`src/hdl/ibus_pkg.sv`:
```
// Shared types and constants for the iBUS frame receiver
package ibus_pkg;

    localparam int NUM_CHANNELS = 14;
    localparam int CH_IDX_W     = (NUM_CHANNELS > 1) ? $clog2(NUM_CHANNELS) : 1;

    localparam logic [4:0] POS_HDR2    = 5'd1;
    localparam logic [4:0] POS_CH_FIRST = 5'd2;
    localparam logic [4:0] POS_CH_ODD0 = 5'd3;
    localparam logic [4:0] POS_SUM_END = 5'd30;
    localparam logic [4:0] POS_LAST    = 5'd31;

    localparam logic [15:0] SUM_INIT  = 16'hFFFF;
    localparam logic [15:0] CHAN_MASK = 16'h0FFF;

    localparam logic [7:0] SYNC_FIRST_RST  = 8'h20;
    localparam logic [7:0] SYNC_SECOND_RST = 8'h40;

    // register index taken from paddr[2]
    localparam logic REG_SYNC_FIRST  = 1'b0;
    localparam logic REG_SYNC_SECOND = 1'b1;

    typedef enum logic [1:0] {
        KIND_CHAN    = 2'd0,
        KIND_HDR_ERR = 2'd1,
        KIND_SUM_ERR = 2'd2
    } t_kind;

    typedef logic [NUM_CHANNELS-1:0][11:0] t_chan_arr;

    typedef struct packed {
        logic        valid;
        t_kind       kind;
        logic [15:0] good;
        logic [15:0] bad;
    } t_frame_evt;

endpackage

```
`src/hdl/ibus_cfg.sv`:
```
// APB register block holding the two header bytes
module ibus_cfg import ibus_pkg::*; (
    input  logic        i_clk,
    input  logic        i_rst_n,
    input  logic        psel,
    input  logic        penable,
    input  logic        pwrite,
    input  logic [2:0]  paddr,
    input  logic [31:0] pwdata,
    output logic [31:0] prdata,
    output logic        pready,
    output logic [7:0]  o_sync_first,
    output logic [7:0]  o_sync_second
);

    logic [7:0] r_sync_first;
    logic [7:0] r_sync_second;
    logic       w_wr;

    assign pready = 1'b1;
    assign w_wr   = psel & penable & pwrite;

    always_ff @(posedge i_clk) begin
        if (!i_rst_n) begin
            r_sync_first  <= SYNC_FIRST_RST;
            r_sync_second <= SYNC_SECOND_RST;
        end else if (w_wr) begin
            unique case (paddr[2])
                REG_SYNC_FIRST:  r_sync_first  <= pwdata[7:0];
                REG_SYNC_SECOND: r_sync_second <= pwdata[7:0];
                default: ;
            endcase
        end
    end

    always_comb begin
        unique case (paddr[2])
            REG_SYNC_FIRST:  prdata = {24'h0, r_sync_first};
            REG_SYNC_SECOND: prdata = {24'h0, r_sync_second};
            default:         prdata = 32'h0;
        endcase
    end

    assign o_sync_first  = r_sync_first;
    assign o_sync_second = r_sync_second;

endmodule

```
`src/hdl/ibus_parser.sv`:
```
// Byte-wise frame parser: header hunt, checksum, channel store and counters
module ibus_parser import ibus_pkg::*; (
    input  logic        i_clk,
    input  logic        i_rst_n,
    input  logic        i_accept,
    input  logic [7:0]  i_byte,
    input  logic [7:0]  i_sync_first,
    input  logic [7:0]  i_sync_second,
    output logic        o_frame_end,
    output t_frame_evt  o_evt,
    output t_chan_arr   o_store
);

    logic        r_in_frame, n_in_frame;
    logic [4:0]  r_pos, n_pos;
    logic        r_hdr_ok, n_hdr_ok;
    logic [15:0] r_sum, n_sum;
    logic [7:0]  r_low, n_low;
    logic [15:0] r_good, n_good;
    logic [15:0] r_bad, n_bad;
    t_chan_arr   r_store;

    logic [4:0]  w_slot_full;
    logic [3:0]  w_slot;
    logic        w_store_wr;
    logic [15:0] w_pair;

    assign w_slot_full = 5'(r_pos - POS_CH_ODD0);
    assign w_slot      = w_slot_full[4:1];
    assign w_pair      = {i_byte, r_low};

    always_comb begin
        n_in_frame = r_in_frame;
        n_pos      = r_pos;
        n_hdr_ok   = r_hdr_ok;
        n_sum      = r_sum;
        n_low      = r_low;
        n_good     = r_good;
        n_bad      = r_bad;
        w_store_wr = 1'b0;
        o_evt      = '0;
        if (i_accept) begin
            if (!r_in_frame) begin
                if (i_byte == i_sync_first) begin
                    n_in_frame = 1'b1;
                    n_pos      = POS_HDR2;
                    n_hdr_ok   = 1'b1;
                    n_sum      = SUM_INIT - {8'h0, i_byte};
                    n_low      = 8'h0;
                end
            end else begin
                if (r_pos < POS_SUM_END) begin
                    n_sum = r_sum - {8'h0, i_byte};
                end
                if (r_pos == POS_HDR2) begin
                    n_hdr_ok = (i_byte == i_sync_second);
                end else if (r_pos >= POS_CH_FIRST && r_pos < POS_SUM_END) begin
                    if (!r_pos[0]) begin
                        n_low = i_byte;
                    end else begin
                        w_store_wr = (w_slot < 4'(NUM_CHANNELS));
                    end
                end else if (r_pos == POS_SUM_END) begin
                    n_low = i_byte;
                end
                if (r_pos != POS_LAST) begin
                    n_pos = r_pos + 5'd1;
                end else begin
                    // closing byte: judge the frame
                    n_in_frame  = 1'b0;
                    n_pos       = 5'd0;
                    o_evt.valid = 1'b1;
                    if (!r_hdr_ok) begin
                        n_bad      = r_bad + 16'd1;
                        o_evt.kind = KIND_HDR_ERR;
                    end else if (r_sum != w_pair) begin
                        n_bad      = r_bad + 16'd1;
                        o_evt.kind = KIND_SUM_ERR;
                    end else begin
                        n_good     = r_good + 16'd1;
                        o_evt.kind = KIND_CHAN;
                    end
                    o_evt.good = n_good;
                    o_evt.bad  = n_bad;
                end
            end
        end
    end

    always_ff @(posedge i_clk) begin
        if (!i_rst_n) begin
            r_in_frame <= 1'b0;
            r_pos      <= 5'd0;
            r_hdr_ok   <= 1'b0;
            r_sum      <= SUM_INIT;
            r_low      <= 8'h0;
            r_good     <= 16'h0;
            r_bad      <= 16'h0;
        end else begin
            r_in_frame <= n_in_frame;
            r_pos      <= n_pos;
            r_hdr_ok   <= n_hdr_ok;
            r_sum      <= n_sum;
            r_low      <= n_low;
            r_good     <= n_good;
            r_bad      <= n_bad;
        end
    end

    // channel store: written before read in every frame, so no reset
    always_ff @(posedge i_clk) begin
        if (w_store_wr) begin
            r_store[w_slot[CH_IDX_W-1:0]] <= 12'(w_pair & CHAN_MASK);
        end
    end

    assign o_frame_end = r_in_frame && (r_pos == POS_LAST);
    assign o_store     = r_store;

endmodule

```
`src/hdl/ibus_emitter.sv`:
```
// Result register: holds a frame's run, one item out per ready cycle
module ibus_emitter import ibus_pkg::*; (
    input  logic        i_clk,
    input  logic        i_rst_n,
    input  t_frame_evt  i_evt,
    input  t_chan_arr   i_store,
    input  logic        i_ready,
    output logic        o_busy,
    output logic        o_valid,
    output logic [1:0]  o_kind,
    output logic [3:0]  o_index,
    output logic [11:0] o_value,
    output logic        o_last,
    output logic [15:0] o_good,
    output logic [15:0] o_bad
);

    logic [3:0]  r_left;
    logic [3:0]  r_idx;
    t_kind       r_kind;
    logic [15:0] r_good;
    logic [15:0] r_bad;
    t_chan_arr   r_vals;
    logic        w_pop;

    assign o_valid = (r_left != 4'd0);
    assign w_pop   = o_valid && i_ready;
    assign o_busy  = o_valid;

    always_ff @(posedge i_clk) begin
        if (!i_rst_n) begin
            r_left <= 4'd0;
            r_idx  <= 4'd0;
        end else if (i_evt.valid) begin
            r_left <= (i_evt.kind == KIND_CHAN) ? 4'(NUM_CHANNELS) : 4'd1;
            r_idx  <= 4'd0;
        end else if (w_pop) begin
            r_left <= r_left - 4'd1;
            r_idx  <= r_idx + 4'd1;
        end
    end

    // payload copy of the frame, taken while the parser starts the next one
    always_ff @(posedge i_clk) begin
        if (i_evt.valid) begin
            r_kind <= i_evt.kind;
            r_good <= i_evt.good;
            r_bad  <= i_evt.bad;
            r_vals <= i_store;
        end
    end

    assign o_kind  = r_kind;
    assign o_index = (r_kind == KIND_CHAN) ? r_idx : 4'd0;
    assign o_value = (r_kind == KIND_CHAN) ? r_vals[r_idx[CH_IDX_W-1:0]] : 12'd0;
    assign o_last  = (r_left == 4'd1);
    assign o_good  = r_good;
    assign o_bad   = r_bad;

endmodule

```
`src/hdl/ibus_frame_receiver_core.sv`:
```
// Top level of the iBUS frame receiver
// Takes one serial byte per item, one item per cycle. Bytes outside a frame
// are dropped until the first header byte; a frame is 32 bytes. The closing
// byte of a frame gives either one status item (header or checksum error) or
// fourteen channel items, which leave the result register one per ready cycle
// while input bytes keep flowing. The input stalls only on the closing byte
// of a frame while the previous frame's run is still being delivered, so with
// a ready output the sustained rate is one byte per cycle. tuser carries the
// result kind (0 channel, 1 header error, 2 checksum error); tlast marks the
// last item of a frame's run. Counters in each item include that frame.
module ibus_frame_receiver_core import ibus_pkg::*; (
    input  logic        i_clk,
    input  logic        i_rst_n,
    // slave side: tdata[7:0] rx_byte
    input  logic        i_s_tvalid,
    output logic        o_s_tready,
    input  logic [7:0]  i_s_tdata,
    // master side
    output logic        o_m_tvalid,
    input  logic        i_m_tready,
    // tdata: [3:0] channel_index, [15:4] channel_value,
    //        [31:16] good_frames, [47:32] bad_frames
    output logic [47:0] o_m_tdata,
    // tuser: [1:0] kind
    output logic [1:0]  o_m_tuser,
    output logic        o_m_tlast,
    // configuration
    input  logic        psel,
    input  logic        penable,
    input  logic        pwrite,
    input  logic [2:0]  paddr,
    input  logic [31:0] pwdata,
    output logic [31:0] prdata,
    output logic        pready
);

    logic [7:0]  w_sync_first;
    logic [7:0]  w_sync_second;
    logic        w_frame_end;
    logic        w_busy;
    logic        w_accept;
    t_frame_evt  w_evt;
    t_chan_arr   w_store;
    logic [3:0]  w_index;
    logic [11:0] w_value;
    logic [15:0] w_good;
    logic [15:0] w_bad;

    assign o_s_tready = !(w_frame_end && w_busy);
    assign w_accept   = i_s_tvalid && o_s_tready;

    ibus_cfg u_cfg (
        .i_clk         (i_clk),
        .i_rst_n       (i_rst_n),
        .psel          (psel),
        .penable       (penable),
        .pwrite        (pwrite),
        .paddr         (paddr),
        .pwdata        (pwdata),
        .prdata        (prdata),
        .pready        (pready),
        .o_sync_first  (w_sync_first),
        .o_sync_second (w_sync_second)
    );

    ibus_parser u_parser (
        .i_clk         (i_clk),
        .i_rst_n       (i_rst_n),
        .i_accept      (w_accept),
        .i_byte        (i_s_tdata),
        .i_sync_first  (w_sync_first),
        .i_sync_second (w_sync_second),
        .o_frame_end   (w_frame_end),
        .o_evt         (w_evt),
        .o_store       (w_store)
    );

    ibus_emitter u_emitter (
        .i_clk   (i_clk),
        .i_rst_n (i_rst_n),
        .i_evt   (w_evt),
        .i_store (w_store),
        .i_ready (i_m_tready),
        .o_busy  (w_busy),
        .o_valid (o_m_tvalid),
        .o_kind  (o_m_tuser),
        .o_index (w_index),
        .o_value (w_value),
        .o_last  (o_m_tlast),
        .o_good  (w_good),
        .o_bad   (w_bad)
    );

    assign o_m_tdata = {w_bad, w_good, w_value, w_index};

endmodule

```
`config.mk`:
```
export PLATFORM = sky130hd
export DESIGN_NAME = ibus_frame_receiver_core
export DESIGN_NICKNAME = d
export VERILOG_FILES = /design/src/hdl/ibus_pkg.sv /design/src/hdl/ibus_cfg.sv /design/src/hdl/ibus_parser.sv /design/src/hdl/ibus_emitter.sv /design/src/hdl/ibus_frame_receiver_core.sv
export SDC_FILE = /design/constraint.sdc
export NUM_CORES = 1
export LEC_CHECK = 0
export ABC_AREA = 1
export BUFFER_PORTS_ARGS = -buffer_cell sky130_fd_sc_hd__clkbuf_2
export CAP_MARGIN = 20
export CORE_UTILIZATION = 45
export CTS_BUF_LIST = sky130_fd_sc_hd__clkbuf_2 sky130_fd_sc_hd__clkbuf_4 sky130_fd_sc_hd__clkbuf_8
export CTS_CLUSTER_DIAMETER = 120
export DETAILED_ROUTE_END_ITERATION = 10
export PLACE_DENSITY = 0.62
export SLEW_MARGIN = 15
export SYNTH_ARGS = -nofsm -noshare
export SYNTH_HDL_FRONTEND = slang
export SYNTH_SLANG_ARGS = --single-unit
```
`constraint.sdc`:
```
create_clock -name i_clk -period 7.5 [get_ports i_clk]
set_clock_uncertainty 0.2 [all_clocks]
set_input_delay 0.375 -clock i_clk [delete_from_list [all_inputs] [get_ports i_clk]]
set_output_delay 0.375 -clock i_clk [all_outputs]
set_load 0.1 [all_outputs]
```
## Word-level counts from Yosys, hierarchy flattened

Cells that the tools add are included.

- Bits in registers: 457
- Input port bits: 50

- $add $sub $neg: 8
- $lt $le $gt $ge: 6
- Equality and inequality tests: 13
- Multiplexer cells: 43
- Bitwise logic cells: 7
- Reductions and logical operators: 21

Operator list:

| cell | count |
|---|---|
| bitwise mux 168 bit | 1 |
| 2-to-1 mux 16 bit | 7 |
| 2-to-1 mux 35 bit | 3 |
| one-hot mux 32 bit (2 select lines) | 1 |
| binary-select mux 12 bit (select 4 bit) | 1 |
| demux 12 bit (select 4 bit) | 1 |
| 2-to-1 mux 8 bit | 6 |
| 2-to-1 mux 12 bit | 3 |
| adder 16 x 1 -> 16 bit (second input constant) | 2 |
| == test 8 bit | 2 |
| 2-to-1 mux 4 bit | 4 |
| inequality test 16 bit | 1 |
| subtractor 16 x 8 -> 16 bit | 1 |
| 2-to-1 mux 5 bit | 3 |
| 2-to-1 mux 1 bit | 11 |
| == test 5 bit (second input constant) | 2 |
| less-than comparator 4 x 5 -> 1 bit (second input constant) | 2 |
| subtractor 1 x 9 -> 10 bit (first input constant) | 1 |
| AND reduction 3 bit | 3 |
| logical AND 1 bit | 6 |
| inequality test 2 bit (second input constant) | 3 |
| inequality test 3 bit (second input constant) | 2 |
| AND reduction 2 bit | 3 |
| adder 5 x 1 -> 5 bit (second input constant) | 1 |
| other kinds (20) | 28 |

## Logic depth before layout (Yosys ltp)

- Depth in word-level cells: 9
- Mapped depth: 16

## Modules after synthesis

A second synthesis with hierarchy kept.

- Cells, all modules: 1973
- Area, all modules: 19764.0 um2

By module, submodules not included:

| module | instances | cells each | area each (um2) | seq. area each (um2) |
|---|---|---|---|---|
| ibus_parser | 1 | 1051 | 10090.9 | 6306.0 |
| ibus_emitter | 1 | 769 | 8667.1 | 6226.0 |
| ibus_cfg | 1 | 150 | 989.7 | 320.3 |
| ibus_frame_receiver_core | 1 | 3 | 16.3 | 0.0 |

## Least setup slack after synthesis

No wires, ideal clock.

- Path kind: reg2reg
- Start: reg u_emitter.r_left[0]
- End: reg u_emitter.r_bad[0] (netlist: u_emitter.o_bad[0]), enable pin
- Library setup time: 423 ps
- Arrival: 4149 ps
- Setup slack: 2728 ps
- Cell stages (with the launch flop): 11
- Path buffers: 2
- Cells stage by stage: dfxtp_1 -> inv_1 -> ha_1 -> nand2_1 -> nand2_1 -> nand2_1 -> inv_2 -> nand2_2 -> inv_1 -> buf_4 -> buf_4

RTL lines:

| what | line | source |
|---|---|---|
| start, declared | ibus_emitter.sv:18 | `logic [3:0] r_left;` |
| start signal, assigned | ibus_emitter.sv:35 | `r_left <= (i_evt.kind == KIND_CHAN) ? 4'(NUM_CHANNELS) : 4'd1;` |
| start signal, assigned | ibus_emitter.sv:38 | `r_left <= r_left - 4'd1;` |
| end signal, assigned | ibus_emitter.sv:48 | `r_bad <= i_evt.bad;` |
| end, declared | ibus_emitter.sv:22 | `logic [15:0] r_bad;` |

## Worst setup path in the final report

- Start: reg u_emitter.r_idx[2]
- End: out o_m_tdata[8]

- Word-level cells in the longest chain between the ends: 3

RTL lines:

| what | line | source |
|---|---|---|
| start, declared | ibus_emitter.sv:19 | `logic [3:0] r_idx;` |
| start signal, assigned | ibus_emitter.sv:39 | `r_idx <= r_idx + 4'd1;` |
| binary-select mux 12 bit (select 4 bit) | ibus_emitter.sv:55 | `assign o_value = (r_kind == KIND_CHAN) ? r_vals[r_idx[CH_IDX_W-1:0]] : 12'd0;` |
| 2-to-1 mux 12 bit (not written as such) | ibus_emitter.sv:55 |  |
| 2-to-1 mux 12 bit | ibus_emitter.sv:55 |  |
| end, declared | ibus_frame_receiver_core.sv:23 | `output logic [47:0] o_m_tdata,` |

No other way between the ends. The select of a mux whose other input is x is not followed.

==> results.toml <==
[run_status]
outcome = "complete, no violations"

[timing]
hold_viol = 0
max_freq_mhz = 195.5
fin_crit_sh_pct = 68.19
setup_viol = 0
drv_slew = 0
worst_hold_slack_ns = 0.06638
rsz0062_at_grt = "false"
relSlewSlack_pct = 26.13
period_needed_ns = 5.115
worstMarginPinSlew_ns = 1.106
fin_tns_setup_ns = 0

[critical_path]
critPathMaxStageDelay_ns = 1.00
start_kind = "flop"
critPathKind = "flop to primary output"
worst_setup_path_end_kind = "primary output"
crit_top_cell = "o21ai_0"
cp_data_arrival_time_ns = 4.54
worstPathCellList = "clkinv_1, nor2_1, o21ai_0, o21ai_0, nand2_1, o21ai_0, clkbuf_2"
slowest_stage = "dfxtp_1"
critPathRequiredTime_ns = 6.92
critPathMaxFanout = 21

[clock_network]
cts_buffers = 76
clk_pin_slew_worst_paths_ns = 0.06
clk_latency_ns = 0.64
cts_tree = "done"
cts_resized = 0
cts_htree_levels = 3
cts_root_buffer = "clkbuf_8"
clockBufferDepth = 3
clock-sinks = 457

[synth]
yosys.area.top_type_share_pct = 58.04
ys_top_cells_by_area = "edfxtp_1 58%, dfxtp_1 9.1%, nand2_1 8.8%"
synth_area_sq_um = 19140
netlist.top_cell.by_area = "edfxtp_1"
synth.avg_cell_area_sq_um = 10.61
ys_seq_area_share_pct = 67.13
yosys_warnings = 0
synth-seq-cells = 457
synthCells = 1805
ys_async_sr_fraction_pct = 0
synth_edf_count = 370
synthFlopType = "edfxtp_1"
ys_types = 37

[grt]
grt_pass1_wl_mm = 67.04
grt_max_degree = 153
grt_pass1_vias = 12510
antenna_found_initial = 0
track_usage_pct = 19.85
gr-total-overflow = 0

[worst_hold_path]
hp-class = "primary input to flop"

[final_layout]
diodes = 0
final_layout_size_suffix_gt1_share_pct = 12.79
layout.cells.most_common = "nand2_1"
final_nets = 1998
synthToLayoutAreaGrowth_pct = 13.35
layout_common_cells = "447 x nand2_1, 370 x edfxtp_1, 191 x nor2_1"

[power_and_ir_drop]
p_leak_nw = 8.481
peakVddDrop_mv = 0.1511
power_density_nw_per_um2 = 257.0

[placement]
dp_hpwl_mm = 25.33
gp_congestion = 0.8966
numPortBuffers = 84

[route]
totalWireLength_mm = 42.47
routed_via_density = 5.187
drc = 0
dr.pass1.iters = 6
drtIter0Drc = 798
ant_nets = 0
vias = 13100
wl_per_cell_microns = 16.82

[floorplan]
fp.dieH_microns = 208.3
die-area_sq_um = 43370
start_util_pct = 45.64
row_count = 75
fp.coreArea_sq_um = 41950
die_x_microns = 208.3
num_io_pins = 136

[run]
max_cap_viol_count = 0
==> power breakdown <==
part / internal [mW] / switching, mW / total (mW) / leakage [nW]
sequential: 2.72 / 0.0334 / 2.76 / 4.29
clock: 1.17 / 0.993 / 2.16 / 0.790
combinational: 0.154 / 0.505 / 0.659 / 3.40
==> worst max-delay path, delay by kind of cell, from the launching register on <==
| family | cells | cell delay, ns |
|---|---|---|
| buffers and inverters | 2 | 1.36 |
| AND/OR/NAND/NOR | 2 | 0.85 |
| flip-flops | 1 | 1.00 |
| AO/OA/AOI/OAI | 3 | 0.69 |
==> registers in the layout (all words and copies together) (netlist names), 2 cells and up <==
signal / flops
u_emitter.o_kind: 2
u_parser.r_pos: 5
u_parser.r_sum: 16
u_emitter.r_idx: 4
u_emitter.r_vals: 168
u_parser.r_low: 8
u_emitter.o_bad: 16
u_parser.o_store: 168
u_cfg.o_sync_second: 8
u_parser.r_good: 16
u_cfg.o_sync_first: 8
u_emitter.o_good: 16
u_parser.r_bad: 16
u_emitter.r_left: 4
==> path summary, 6_finish.rpt <==
path | startpoint | end | slack, ns | cells past startpoint
worst max register to register | u_parser.r_pos[0]$_SDFFE_PN0P_ | u_emitter.r_vals[82]$_DFFE_PP_ | 3.26 | 13
worst min-delay path | i_s_tdata[2] | u_parser.o_store[22]$_DFFE_PP_ | 0.07 | 2
worst max-delay path | u_emitter.r_idx[2]$_SDFFE_PP0P_ | o_m_tdata[8] | 2.39 | 7
worst min register to register | u_parser.o_store[154]$_DFFE_PP_ | u_emitter.r_vals[154]$_DFFE_PP_ | 0.20 | 0
==> final cells by class <==
| cell class | count | area, sq um |
|---|---|---|
| well taps | 539 | 674.4 |
| repair buffers | 120 | 755.7 |
| flip-flops and latches | 457 | 12850 |
| clock inverters | 27 | 197.7 |
| clock buffers | 107 | 1297 |
| inverters | 115 | 440.4 |
| multi-input cells | 1160 | 5482 |
| fillers | 3748 | 20250 |
==> per-stage QoR <==
step	instances	area, sq um	total power, mW	utilization, %	worst slack [ns]
after CTS	2524	21670	5.636	51.66	2.390
after global routing	2525	21700	5.814	51.73	2.085
after detailed placement	2372	19990	3.465	47.66	3.070
after floorplan	1828	19230	3.287	-	2.728
final	2525	21700	5.576	51.73	2.385
after global placement	2372	19990	3.456	47.66	3.101
==> what timing repair did <==
item                                    in CTS  in global routing
endpoints found under the setup margin       0                  0
endpoints found under the hold margin       26                  0
hold buffers                                18                  0
setup buffers                                0                  0
==> cell families (layout without fill, tap and decap cells) <==
group / after synthesis / count (layout) / share of synthesized area [%]
AO/OA/AOI/OAI: 254 / 254 / 7.248
XOR/XNOR: 30 / 30 / 1.373
adder cells (fa/ha/maj): 18 / 18 / 1.216
buffers and inverters: 211 / 369 / 4.869
flip-flops: 457 / 457 / 67.13
multiplexers: 3 / 3 / 0.1569
other: 2 / 25 / 0.03923
AND/OR/NAND/NOR: 830 / 830 / 17.97
==> cells in the mapped netlist, drive strengths merged, types with 2 or more instances <==
master and n:
o211ai 12, nand4 36, clkinv 3, o22ai 26, edfxtp 370, mux2i 3, nand2 449, conb 2
nor3 17, xor2 21, dfxtp 87, a21o 4, buf 47, a21oi 46, inv 112, o21ai 154
nand3 119, nor2 199, ha 17, clkbuf 49, o221ai 11, and3 6, or2 2, xnor2 9
==> metal layers <==
layer	share of wire (%)	vias up	track usage [%]
met5	0	-	0
met4	2.9	0	7.510
met3	5.7	80	4.015
met2	47	363	32.85
met1	44	6206	25.75
li1	-	6448	-
(Power assumes the default switching activity.)
